## src/sv/pmft_pkg.sv

```systemverilog
// Shared types and constants for the prefix-minimum Fenwick tree unit.
// Used by pmft_ctrl, pmft_datapath and prefix_min_fenwick_tree_unit.
package pmft_pkg;

   localparam int unsigned POS_W = 11;   // position / size width
   localparam int unsigned VAL_W = 30;   // stored minimum width
   localparam int unsigned IDX_W = 12;   // tree walk index (climb may pass 2047)

   localparam logic [VAL_W-1:0] INFINITE_MIN = 30'd1000000000;
   localparam logic [POS_W-1:0] SIZE_RESET   = 11'd1024;

   localparam logic CMD_UPDATE = 1'b0;
   localparam logic CMD_QUERY  = 1'b1;

   typedef enum logic [1:0] {
      ST_CLEAR,
      ST_IDLE,
      ST_WALK,
      ST_DONE
   } state_type;

   // controller -> datapath
   typedef struct packed {
      logic load;      // capture an accepted item
      logic step;      // read one tree node and advance the index
      logic clear;     // write infinity at the clear pointer
      logic rsp_load;  // move the finished minimum into the output register
   } ctl_cmd_type;

   // datapath -> controller
   typedef struct packed {
      logic walk_done;   // no node left to visit
      logic clear_last;  // clear pointer at the last entry
      logic is_query;    // item in flight is a query
   } dp_status_type;

endpackage

```

## src/sv/pmft_ctrl.sv

```systemverilog
// Controller state machine for the prefix-minimum Fenwick tree unit.
// Depends on pmft_pkg (state, command and status types).
module pmft_ctrl (
   input  logic                   clock,
   input  logic                   reset,
   input  logic                   req_tvalid,
   output logic                   req_tready,
   output logic                   rsp_tvalid,
   input  logic                   rsp_tready,
   input  pmft_pkg::dp_status_type st,
   output pmft_pkg::ctl_cmd_type   cmd
);

   pmft_pkg::state_type state_ff, state_in;
   logic                rsp_valid_ff, rsp_valid_in;

   always_ff @(posedge clock) begin
      if (reset) begin
         state_ff     <= pmft_pkg::ST_CLEAR;
         rsp_valid_ff <= 1'b0;
      end else begin
         state_ff     <= state_in;
         rsp_valid_ff <= rsp_valid_in;
      end
   end

   always_comb begin
      state_in   = state_ff;
      cmd        = '0;
      req_tready = 1'b0;
      case (state_ff)
         pmft_pkg::ST_CLEAR: begin
            cmd.clear = 1'b1;
            if (st.clear_last) begin
               state_in = pmft_pkg::ST_IDLE;
            end
         end
         pmft_pkg::ST_IDLE: begin
            req_tready = 1'b1;
            if (req_tvalid) begin
               cmd.load = 1'b1;
               state_in = pmft_pkg::ST_WALK;
            end
         end
         pmft_pkg::ST_WALK: begin
            if (st.walk_done) begin
               state_in = st.is_query ? pmft_pkg::ST_DONE : pmft_pkg::ST_IDLE;
            end else begin
               cmd.step = 1'b1;
            end
         end
         pmft_pkg::ST_DONE: begin
            // wait for the output register to free up
            if (!rsp_valid_ff || rsp_tready) begin
               cmd.rsp_load = 1'b1;
               state_in     = pmft_pkg::ST_IDLE;
            end
         end
         default: begin
            state_in = pmft_pkg::ST_CLEAR;
         end
      endcase
   end

   always_comb begin
      if (cmd.rsp_load) begin
         rsp_valid_in = 1'b1;
      end else if (rsp_tready) begin
         rsp_valid_in = 1'b0;
      end else begin
         rsp_valid_in = rsp_valid_ff;
      end
   end

   assign rsp_tvalid = rsp_valid_ff;

endmodule

```

## config.mk

```make
export PLATFORM = sky130hd
export DESIGN_NAME = pmft_ctrl
export DESIGN_NICKNAME = d
export VERILOG_FILES = /design/src/sv/pmft_pkg.sv /design/src/sv/pmft_ctrl.sv
export SDC_FILE = /design/constraint.sdc
export NUM_CORES = 1
export LEC_CHECK = 0
export BUFFER_PORTS_ARGS = -buffer_cell sky130_fd_sc_hd__buf_2
export CORE_AREA = 2 2 39 41
export DETAILED_ROUTE_END_ITERATION = 6
export DIE_AREA = 0 0 41 43
export REMOVE_ABC_BUFFERS = 1
export SYNTH_ARGS = -nofsm -noshare
export SYNTH_HDL_FRONTEND = slang
export SYNTH_SLANG_ARGS = --single-unit
```

## constraint.sdc

```tcl
create_clock -name clock -period 2.12 [get_ports clock]
set_input_delay 0 -clock clock [delete_from_list [all_inputs] [get_ports clock]]
set_output_delay 0 -clock clock [all_outputs]
set_load 0.005 [all_outputs]
```

# Yosys cells after proc, flatten, opt, wreduce, memory -nomap -nowiden

Cells that the tools add are included.

Flip-flop bits (word level): 3
Bits of input ports: 7
Output and inout bits: 6
Word-level logic and storage cells: 30

Equal/unequal tests: 7
Mux-type cells: 16
Reductions and logical operators: 5

Operators by type and width:

| kind               | count |
|---|---|
| $mux 1             | 10 |
| $mux 2             | 5 |
| $ne 2x2->1 const B | 4 |
| $pmux 2 s4         | 1 |
| $eq 2x2->1 const B | 2 |
| $reduce_and 4->1   | 1 |
| $eq 2x1->1 const B | 1 |
| $logic_not 2->1    | 1 |
| $reduce_bool 2->1  | 1 |
| $logic_not 1->1    | 1 |
| $logic_or 1x1->1   | 1 |

# Logic depth before layout (Yosys ltp)

Gate-level depths: netlist of run 1.

Depth in word-level cells: 5
Mapped depth: 5
Mapped depth without buffers: 5

# Worst setup path after synthesis of run 1

Ideal clock, no wire load.

Kind: register to register
Start point: register state_ff[0]
End point: register state_ff[0]
Arrival: 1.452 ns
Required time: 1.999 ns
Slack: 0.547 ns
Stages on the path, launching flop included: 6
Buffers on the path: 0
Clock period less this slack: 1.573 ns
Cells stage by stage: dfxtp_1 > inv_1 > ha_1 > nor2b_4 > a2111oi_4 > mux2_4

Longest elaborated chain between the ends: 3

Ends and longest elaborated chain:

| item                                     | RTL line        | text |
|---|---|---|
| start: declaration                       | pmft_ctrl.sv:14 | `pmft_pkg::state_type state_ff, state_in;` |
| start signal: assignment                 | pmft_ctrl.sv:19 | `state_ff <= pmft_pkg::ST_CLEAR;` |
| start signal: assignment                 | pmft_ctrl.sv:22 | `state_ff <= state_in;` |
| $eq 2x2->1, or another cell as far along | pmft_ctrl.sv:31 | `case (state_ff)` |
| $ne 2x2->1 (no source line)              | n/a             |  |
| $reduce_and 4->1 (no source line)        | n/a             |  |

Parallel ways exist; a longest one is shown, timed or not.
A chain may end at the register's enable or synchronous reset.

# Final worst setup path of run 1

Same ends and word-level chain as after synthesis.

==> results of run 1 <==
layout make-up:
cell class                      instances  area (µm²)  area share [%]
Multi-Input combinational cell         21       205.2           52.73
Timing Repair Buffer                   13       70.07           18.01
Sequential cell                         3       60.06           15.43
Clock buffer                            4       26.28           6.752
Tap cell                               16       20.02           5.145
Inverter                                2       7.507           1.929
through the flow:
step | area, µm² | setup slack (ps) | hold slack, ps
after floorplan | 272.8 | 547.0 | 25.04
after global routing | 389.1 | 395.1 | 144.9
after CTS | 389.1 | 446.2 | 96.21
after global placement | 352.8 | 473.5 | 225.5
final | 389.1 | 464.7 | 93.09
after detailed placement | 352.8 | 455.1 | 231.6
state kept, by name (all words and copies together), names as in the netlist:
signal and flops:
rsp_tvalid 1, state_ff 2
power by group through the flow:
stage | clock [mW] | combinational [mW] | sequential [mW]
final | 0.0999 | 0.139 | 0.0772
after detailed placement | 0 | 0.139 | 0.0784
after CTS | 0.104 | 0.142 | 0.0775
after floorplan | 0 | 0.0965 | 0.0761
after global placement | 0 | 0.140 | 0.0779
after global routing | 0.110 | 0.155 | 0.0787
final timing paths:
check | slack (ps) | end | start
worst max register to register | 460 | state_ff[0] | state_ff[0]
worst min-delay path | 90 | rsp_tvalid | rsp_tready
worst min register to register | 530 | state_ff[1] | state_ff[1]
worst max-delay path | 460 | state_ff[0] | state_ff[0]
synthesized netlist by cell type, types with 2 or more instances:
cell	number	share of area, %
dfxtp_1	3	21
nor2b_4	2	9.8
nor2b_1	2	4.5
ha_1	5	22
inv_1	2	2.7
nor2_1	4	5.4
routing by layer:
metal  track usage [%]  wire length [µm]  vias to the layer above
li1                  -                 -                      117
met5                 0                 0                        -
met4             2.000                 0                        0
met3             6.283                32                        0
met2             12.19               296                        7
met1             8.333               210                      100
worst register-to-register path, delay by kind of cell, from the launching register on:
kind | cells | cell delay [ps]
AOI/OAI and AO/OA | 1 | 400
adders and majority gates | 1 | 220
buffers and inverters | 1 | 90
DFF | 1 | 370
muxes | 1 | 330
and+or+nand+nor | 1 | 140
cell families (layout without fill, tap and decap cells):
logic type               count (synthesis)  in the layout
flip-flops                               3              3
multiplexers                             2              2
adder cells (fa/ha/maj)                  5              5
AND/OR/NAND/NOR                         12             12
AO/OA/AOI/OAI                            2              2
buffers and inverters                    3             19
placed cells by master (no fill, tap or decap):
master / n
buf_2: 12
nor2b_1: 2
dlygate4sd3_1: 1
nor2b_4: 2
dfxtp_1: 3
mux2_4: 1
clkbuf_4: 3
or3b_2: 1
inv_1: 2
nor2_1: 4
clkbuf_1: 1
and2_1: 1
and2b_2: 1
nand2b_1: 1
a2111oi_4: 1
mux2i_1: 1
a21oi_1: 1
ha_1: 5
==> flow_metrics.env, run 1 <==
export IMPL_numPortBuffers=12
export IMPL_drive_gt1_share_pct=48.84
export IMPL_cts_root_buf="clkbuf_4"
export IMPL_worstPathCellList="inv_1 -> ha_1 -> nor2b_4 -> a2111oi_4 -> mux2_4"
export IMPL_slew_viol_final=0
export IMPL_crit_family="compound AO/OA/AOI/OAI gates"
export IMPL_end_kind="flip-flop"
export IMPL_cpMaxStageDelayCell="a2111oi_4"
export IMPL_switchingPower_mw=0.1010
export IMPL_period_minus_slack_ps=1655
export IMPL_maxCapViolations=0
export IMPL_tns_ps=0
export IMPL_synthCells=27
export IMPL_clock_sinks=3
export IMPL_skew_ps=1.468
export IMPL_drtPass1Iterations=1
export IMPL_fmax_mhz=604.1
export IMPL_grt_usage_pct=8.024
export IMPL_nNetsFinal=56
export IMPL_fillCellCount=151
export IMPL_cts_resized=0
export IMPL_fp_coreArea_um2=1384
export IMPL_layoutNonFillerInstCount=59
export IMPL_power_mw=0.3157
export IMPL_cts_tree="done"
export IMPL_worst_pin_slew_ps=353.8
export IMPL_p_leak_nw=0.1865
export IMPL_vias_per_cell=3.797
export IMPL_synthSimpleGateAreaFrac_pct=30.36
export IMPL_outcome="complete, no violations"
export IMPL_combPwrFrac_pct=43.9
export IMPL_dp_hpwl_um=454.4
export IMPL_path_class="reg -> reg"
export IMPL_synth_seq_cells=3
export IMPL_p_int_mw=0.2146
export IMPL_cts_reportedPaths_clkPinSlew_ps=40
export IMPL_grt_setup_unrepaired="false"
export IMPL_syn_cell_area_um2=280.3
export IMPL_antenna_left=0
export IMPL_synthAdderAreaFrac_pct=22.32
export IMPL_ios=13
export IMPL_p_sw_share_pct=32.01
export IMPL_peakVddDrop_mv=0.3107
export IMPL_relSlewSlack_pct=76.41
export IMPL_worstPathArrival_ps=1770
export IMPL_clockBufferDepth=2
export IMPL_synth_top_family_by_area="simple AND/OR/NAND/NOR gates"
export IMPL_finalSetupViolCount=0
export IMPL_synth_seq_area_share_pct=21.43
export IMPL_antenna_found_initial=0
export IMPL_initial_core_util_pct=20.25
export IMPL_n_antenna_cell=0
export IMPL_start_kind="flip-flop"
export IMPL_dp_cells=54
export IMPL_clkPwrFrac_pct=31.6
export IMPL_crit_buf_inv=1
export IMPL_hold_buffers=1
export IMPL_clock_latency_ps=230
export IMPL_numCtsBuffers=3
export IMPL_h_tree_depth=1
export IMPL_wl_per_cell_um=9.153
export IMPL_grt_max_degree=6
export IMPL_gp_congestion=0.7862
export IMPL_drc=0
export IMPL_hold_path_class="in -> reg"
export IMPL_post_route_period_util_pct=78.08
export IMPL_cp_data_required_time_ps=2240
export IMPL_die_y_um=43
export IMPL_path_depth=5
export IMPL_worstRegToRegCells=5
export IMPL_grt_pass1_vias=239
export IMPL_synth_xor_area_share_pct=0
export IMPL_ys_types=15
export IMPL_dieArea_um2=1763
export IMPL_synthArstFlopShare_pct=0
export IMPL_synth_warnings=0
export IMPL_vias=224
export IMPL_finish_utilization_pct=28.12
export IMPL_seqPwrFrac_pct=24.5
export IMPL_overflow=0
export IMPL_grt_pass1_wl_um=931
export IMPL_fp_dieW_um=41
export IMPL_fp_row_count=14
export IMPL_synth_compound_area_share_pct=11.61
export IMPL_finalWirelength_um=540
export IMPL_synthFlopType="dfxtp_1"
export IMPL_synth_edf_count=0
export IMPL_cp_max_fo=4
export IMPL_avgSynthCellArea_um2=10.38
export IMPL_area_delta_synth_final_pct=38.84
export IMPL_drtIter0Drc=0
export IMPL_worstHoldPathCells=4
export IMPL_synthMuxAreaShare_pct=8.929
export IMPL_slowest_delay_ps=400
export IMPL_post_cts_repair_setup_buffers=0
export IMPL_power_density_nw_per_um2=811.2
export IMPL_hold_viol_final=0
Note: power is estimated with default switching activity, not from simulation.
==> run 2: changes to the inputs <==
ABC_AREA = 1   (was unset)
clock period = 1.5 ns   (was 2.12 ns; I/O delays follow)
==> run 2 against run 1 <==
  * Clock-buffer cell count is the same
  * Final area is 2.3% higher
  * Clock skew about the same
  * Global-route usage decreased by 0.61 points
  * Final cell count is 24% higher
  * Utilization rose by 0.63 points
  * Sequential share of layout area decreased by 0.34 points
  * Synthesized cell count is 52% higher
  * Largest power group unchanged
==> flow_metrics.env, run 2 <==
export IMPL_outcome="complete, no violations"
export IMPL_synthCells=41
export IMPL_tns_ps=0
export IMPL_nNetsFinal=70
export IMPL_largest_reg_flops=2
export IMPL_grt_usage_pct=7.415
export IMPL_antenna_left=0
export IMPL_clkPwrFrac_pct=21.2
export IMPL_synth_warnings=0
export IMPL_synth_top_area_share_pct=21.65
export IMPL_cts_resized=0
export IMPL_relSlewSlack_pct=88.52
export IMPL_hold_viol_final=0
export IMPL_fp_coreArea_um2=1384
export IMPL_seqPwrFrac_pct=21.3
export IMPL_synth_edf_count=0
export IMPL_vias=268
export IMPL_synth_top_cell_by_area="ha_1"
export IMPL_die_y_um=43
export IMPL_combPwrFrac_pct=57.4
export IMPL_highest_layer="met3"
export IMPL_synth_common_cells="11 x inv_1, 6 x nand2_1, 5 x ha_1"
export IMPL_worst_pin_slew_ps=172.0
export IMPL_skew_ps=1.675
export IMPL_worstRegToRegCells=8
export IMPL_fmax_mhz=803.4
export IMPL_grt_pass1_wl_um=869
export IMPL_final_area_um2=397.9
export IMPL_drive_gt1_share_pct=38.60
export IMPL_regToRegEndpoint="state_ff[0]"
export IMPL_power_density_nw_per_um2=1734
export IMPL_p_int_mw=0.3972
export IMPL_period_minus_slack_ps=1245
export IMPL_synth_seq_area_share_pct=20.78
export IMPL_gp_congestion=0.6633
export IMPL_clock_sinks=3
export IMPL_ios=13
export IMPL_synth_most_common_cell="inv_1"
export IMPL_regMostFlops="state_ff"
export IMPL_drc=0
export IMPL_synthFlopType="dfxtp_1"
export IMPL_grt_max_degree=6
export IMPL_fp_dieW_um=41
export IMPL_slew_viol_final=0
export IMPL_wirelength_met1_um=229
export IMPL_syn_cell_area_um2=289.0
export IMPL_synth_seq_cells=3
export IMPL_drtIter0Drc=0
export IMPL_route_met3_wl_um=38
export IMPL_grt_pass1_vias=236
export IMPL_switchingPower_mw=0.2927
export IMPL_avgSynthCellArea_um2=7.049
export IMPL_end_kind="flip-flop"
export IMPL_numCtsBuffers=3
export IMPL_grt_setup_unrepaired="false"
export IMPL_peakVddDrop_mv=0.4598
export IMPL_overflow=0
export IMPL_dieArea_um2=1763
export IMPL_area_delta_synth_final_pct=37.66
export IMPL_maxCapViolations=0
export IMPL_n_antenna_cell=0
export IMPL_wl_per_cell_um=7.384
export IMPL_finish_utilization_pct=28.75
export IMPL_hold_path_class="in -> reg"
export IMPL_cp_max_fo=5
export IMPL_antenna_found_initial=0
export IMPL_p_sw_share_pct=42.43
export IMPL_cts_tree="done"
export IMPL_rrSetupSlack_ps=260
export IMPL_post_route_period_util_pct=82.99
export IMPL_cts_reportedPaths_clkPinSlew_ps=40
export IMPL_cts_root_buf="clkbuf_4"
export IMPL_r2r_start="state_ff[0]"
export IMPL_final_common_cell="buf_2"
export IMPL_synth_area_leaders="ha_1 22%, dfxtp_1 21%, inv_1 14%"
export IMPL_initial_core_util_pct=20.89
export IMPL_p_leak_nw=0.2434
export IMPL_start_kind="flip-flop"
export IMPL_drtPass1Iterations=1
export IMPL_hold_end="rsp_tvalid"
export IMPL_vias_per_cell=3.671
export IMPL_finalSetupViolCount=0
export IMPL_numPortBuffers=12
export IMPL_cp_data_required_time_ps=1630
export IMPL_ys_types=13
export IMPL_power_mw=0.6899
export IMPL_finalWirelength_um=539
export IMPL_met2_length_um=272
export IMPL_path_class="reg -> reg"
export IMPL_mostFrequentLayoutCells="12 x buf_2, 11 x inv_1, 6 x nand2_1"
export IMPL_hp_start="rsp_tready"
export IMPL_dp_hpwl_um=437.1
export IMPL_worstPathArrival_ps=1370
export IMPL_worstHoldPathCells=4
export IMPL_clockBufferDepth=2
export IMPL_placed_cell_area_um2=361.6
export IMPL_synthArstFlopShare_pct=0
export IMPL_h_tree_depth=1
export IMPL_fp_row_count=14
export IMPL_clock_latency_ps=230
## run 2: what timing repair did
item | in CTS | in global routing
endpoints found under the setup margin | 0 | 0
hold buffers | 1 | 0
setup buffers | 0 | 0
endpoints found under the hold margin | 1 | 0
## run 2: worst max-delay path by stage
stage / slack [ps] / endpoint / cells after the start / from
final: 260 / state_ff[0] / 8 / state_ff[0]
after global routing: 100 / state_ff[0] / 8 / state_ff[0]
after CTS: 240 / state_ff[0] / 8 / state_ff[0]
after detailed placement: 240 / state_ff[0] / 8 / state_ff[0]
after global placement: 270 / state_ff[0] / 8 / state_ff[0]
after floorplan: 330 / state_ff[0] / 8 / state_ff[0]
## run 2: cell type report
type / instances / area (µm²)
Clock buffer: 4 / 26.28
Fill cell: 161 / 985.9
Inverter: 11 / 41.29
Multi-Input combinational cell: 26 / 180.2
Sequential cell: 3 / 60.06
Tap cell: 16 / 20.02
Timing Repair Buffer: 13 / 70.07
## run 2: cell families (layout without fill, tap and decap cells)
kind of cell,Yosys count,count (layout),synth area share (%)
and+or+nand+nor,17,17,31.60
adders and majority gates,5,5,21.65
DFF,3,3,20.78
AOI/OAI and AO/OA,4,4,9.089
buffers and inverters,12,28,16.88
## run 2: layer usage
metal | track usage (%) | vias up
met1 | 7.348 | 110
met4 | 2.000 | 0
li1 | - | 150
met2 | 12.19 | 8
met5 | 0 | -
met3 | 4.712 | 0
## run 2: worst max-delay path: stages, from the launching register on
cell	delay [ps]
dfxtp_1	390
inv_1	90
ha_1	210
nand2_1	100
nand2_2	80
nor2_2	100
nand2_1	60
nand2_1	70
nor2_2	30
## run 2: per-stage QoR
step                      worst slack [ps]  instances  hold WS, ps
after detailed placement             244.5         68        177.8
after floorplan                      328.8         40        69.07
after CTS                            235.2         73        29.14
after global routing                 95.84         73        80.52
final                                255.2         73        40.29
after global placement               267.4         68        174.8
## run 2: power groups by stage
stage | clock network [mW] | logic (mW) | registers (mW)
global placement | 0 | 0.392 | 0.146
finish | 0.146 | 0.396 | 0.147
global route | 0.165 | 0.445 | 0.157
detailed placement | 0 | 0.401 | 0.150
CTS | 0.159 | 0.406 | 0.148
floorplan | 0 | 0.301 | 0.141
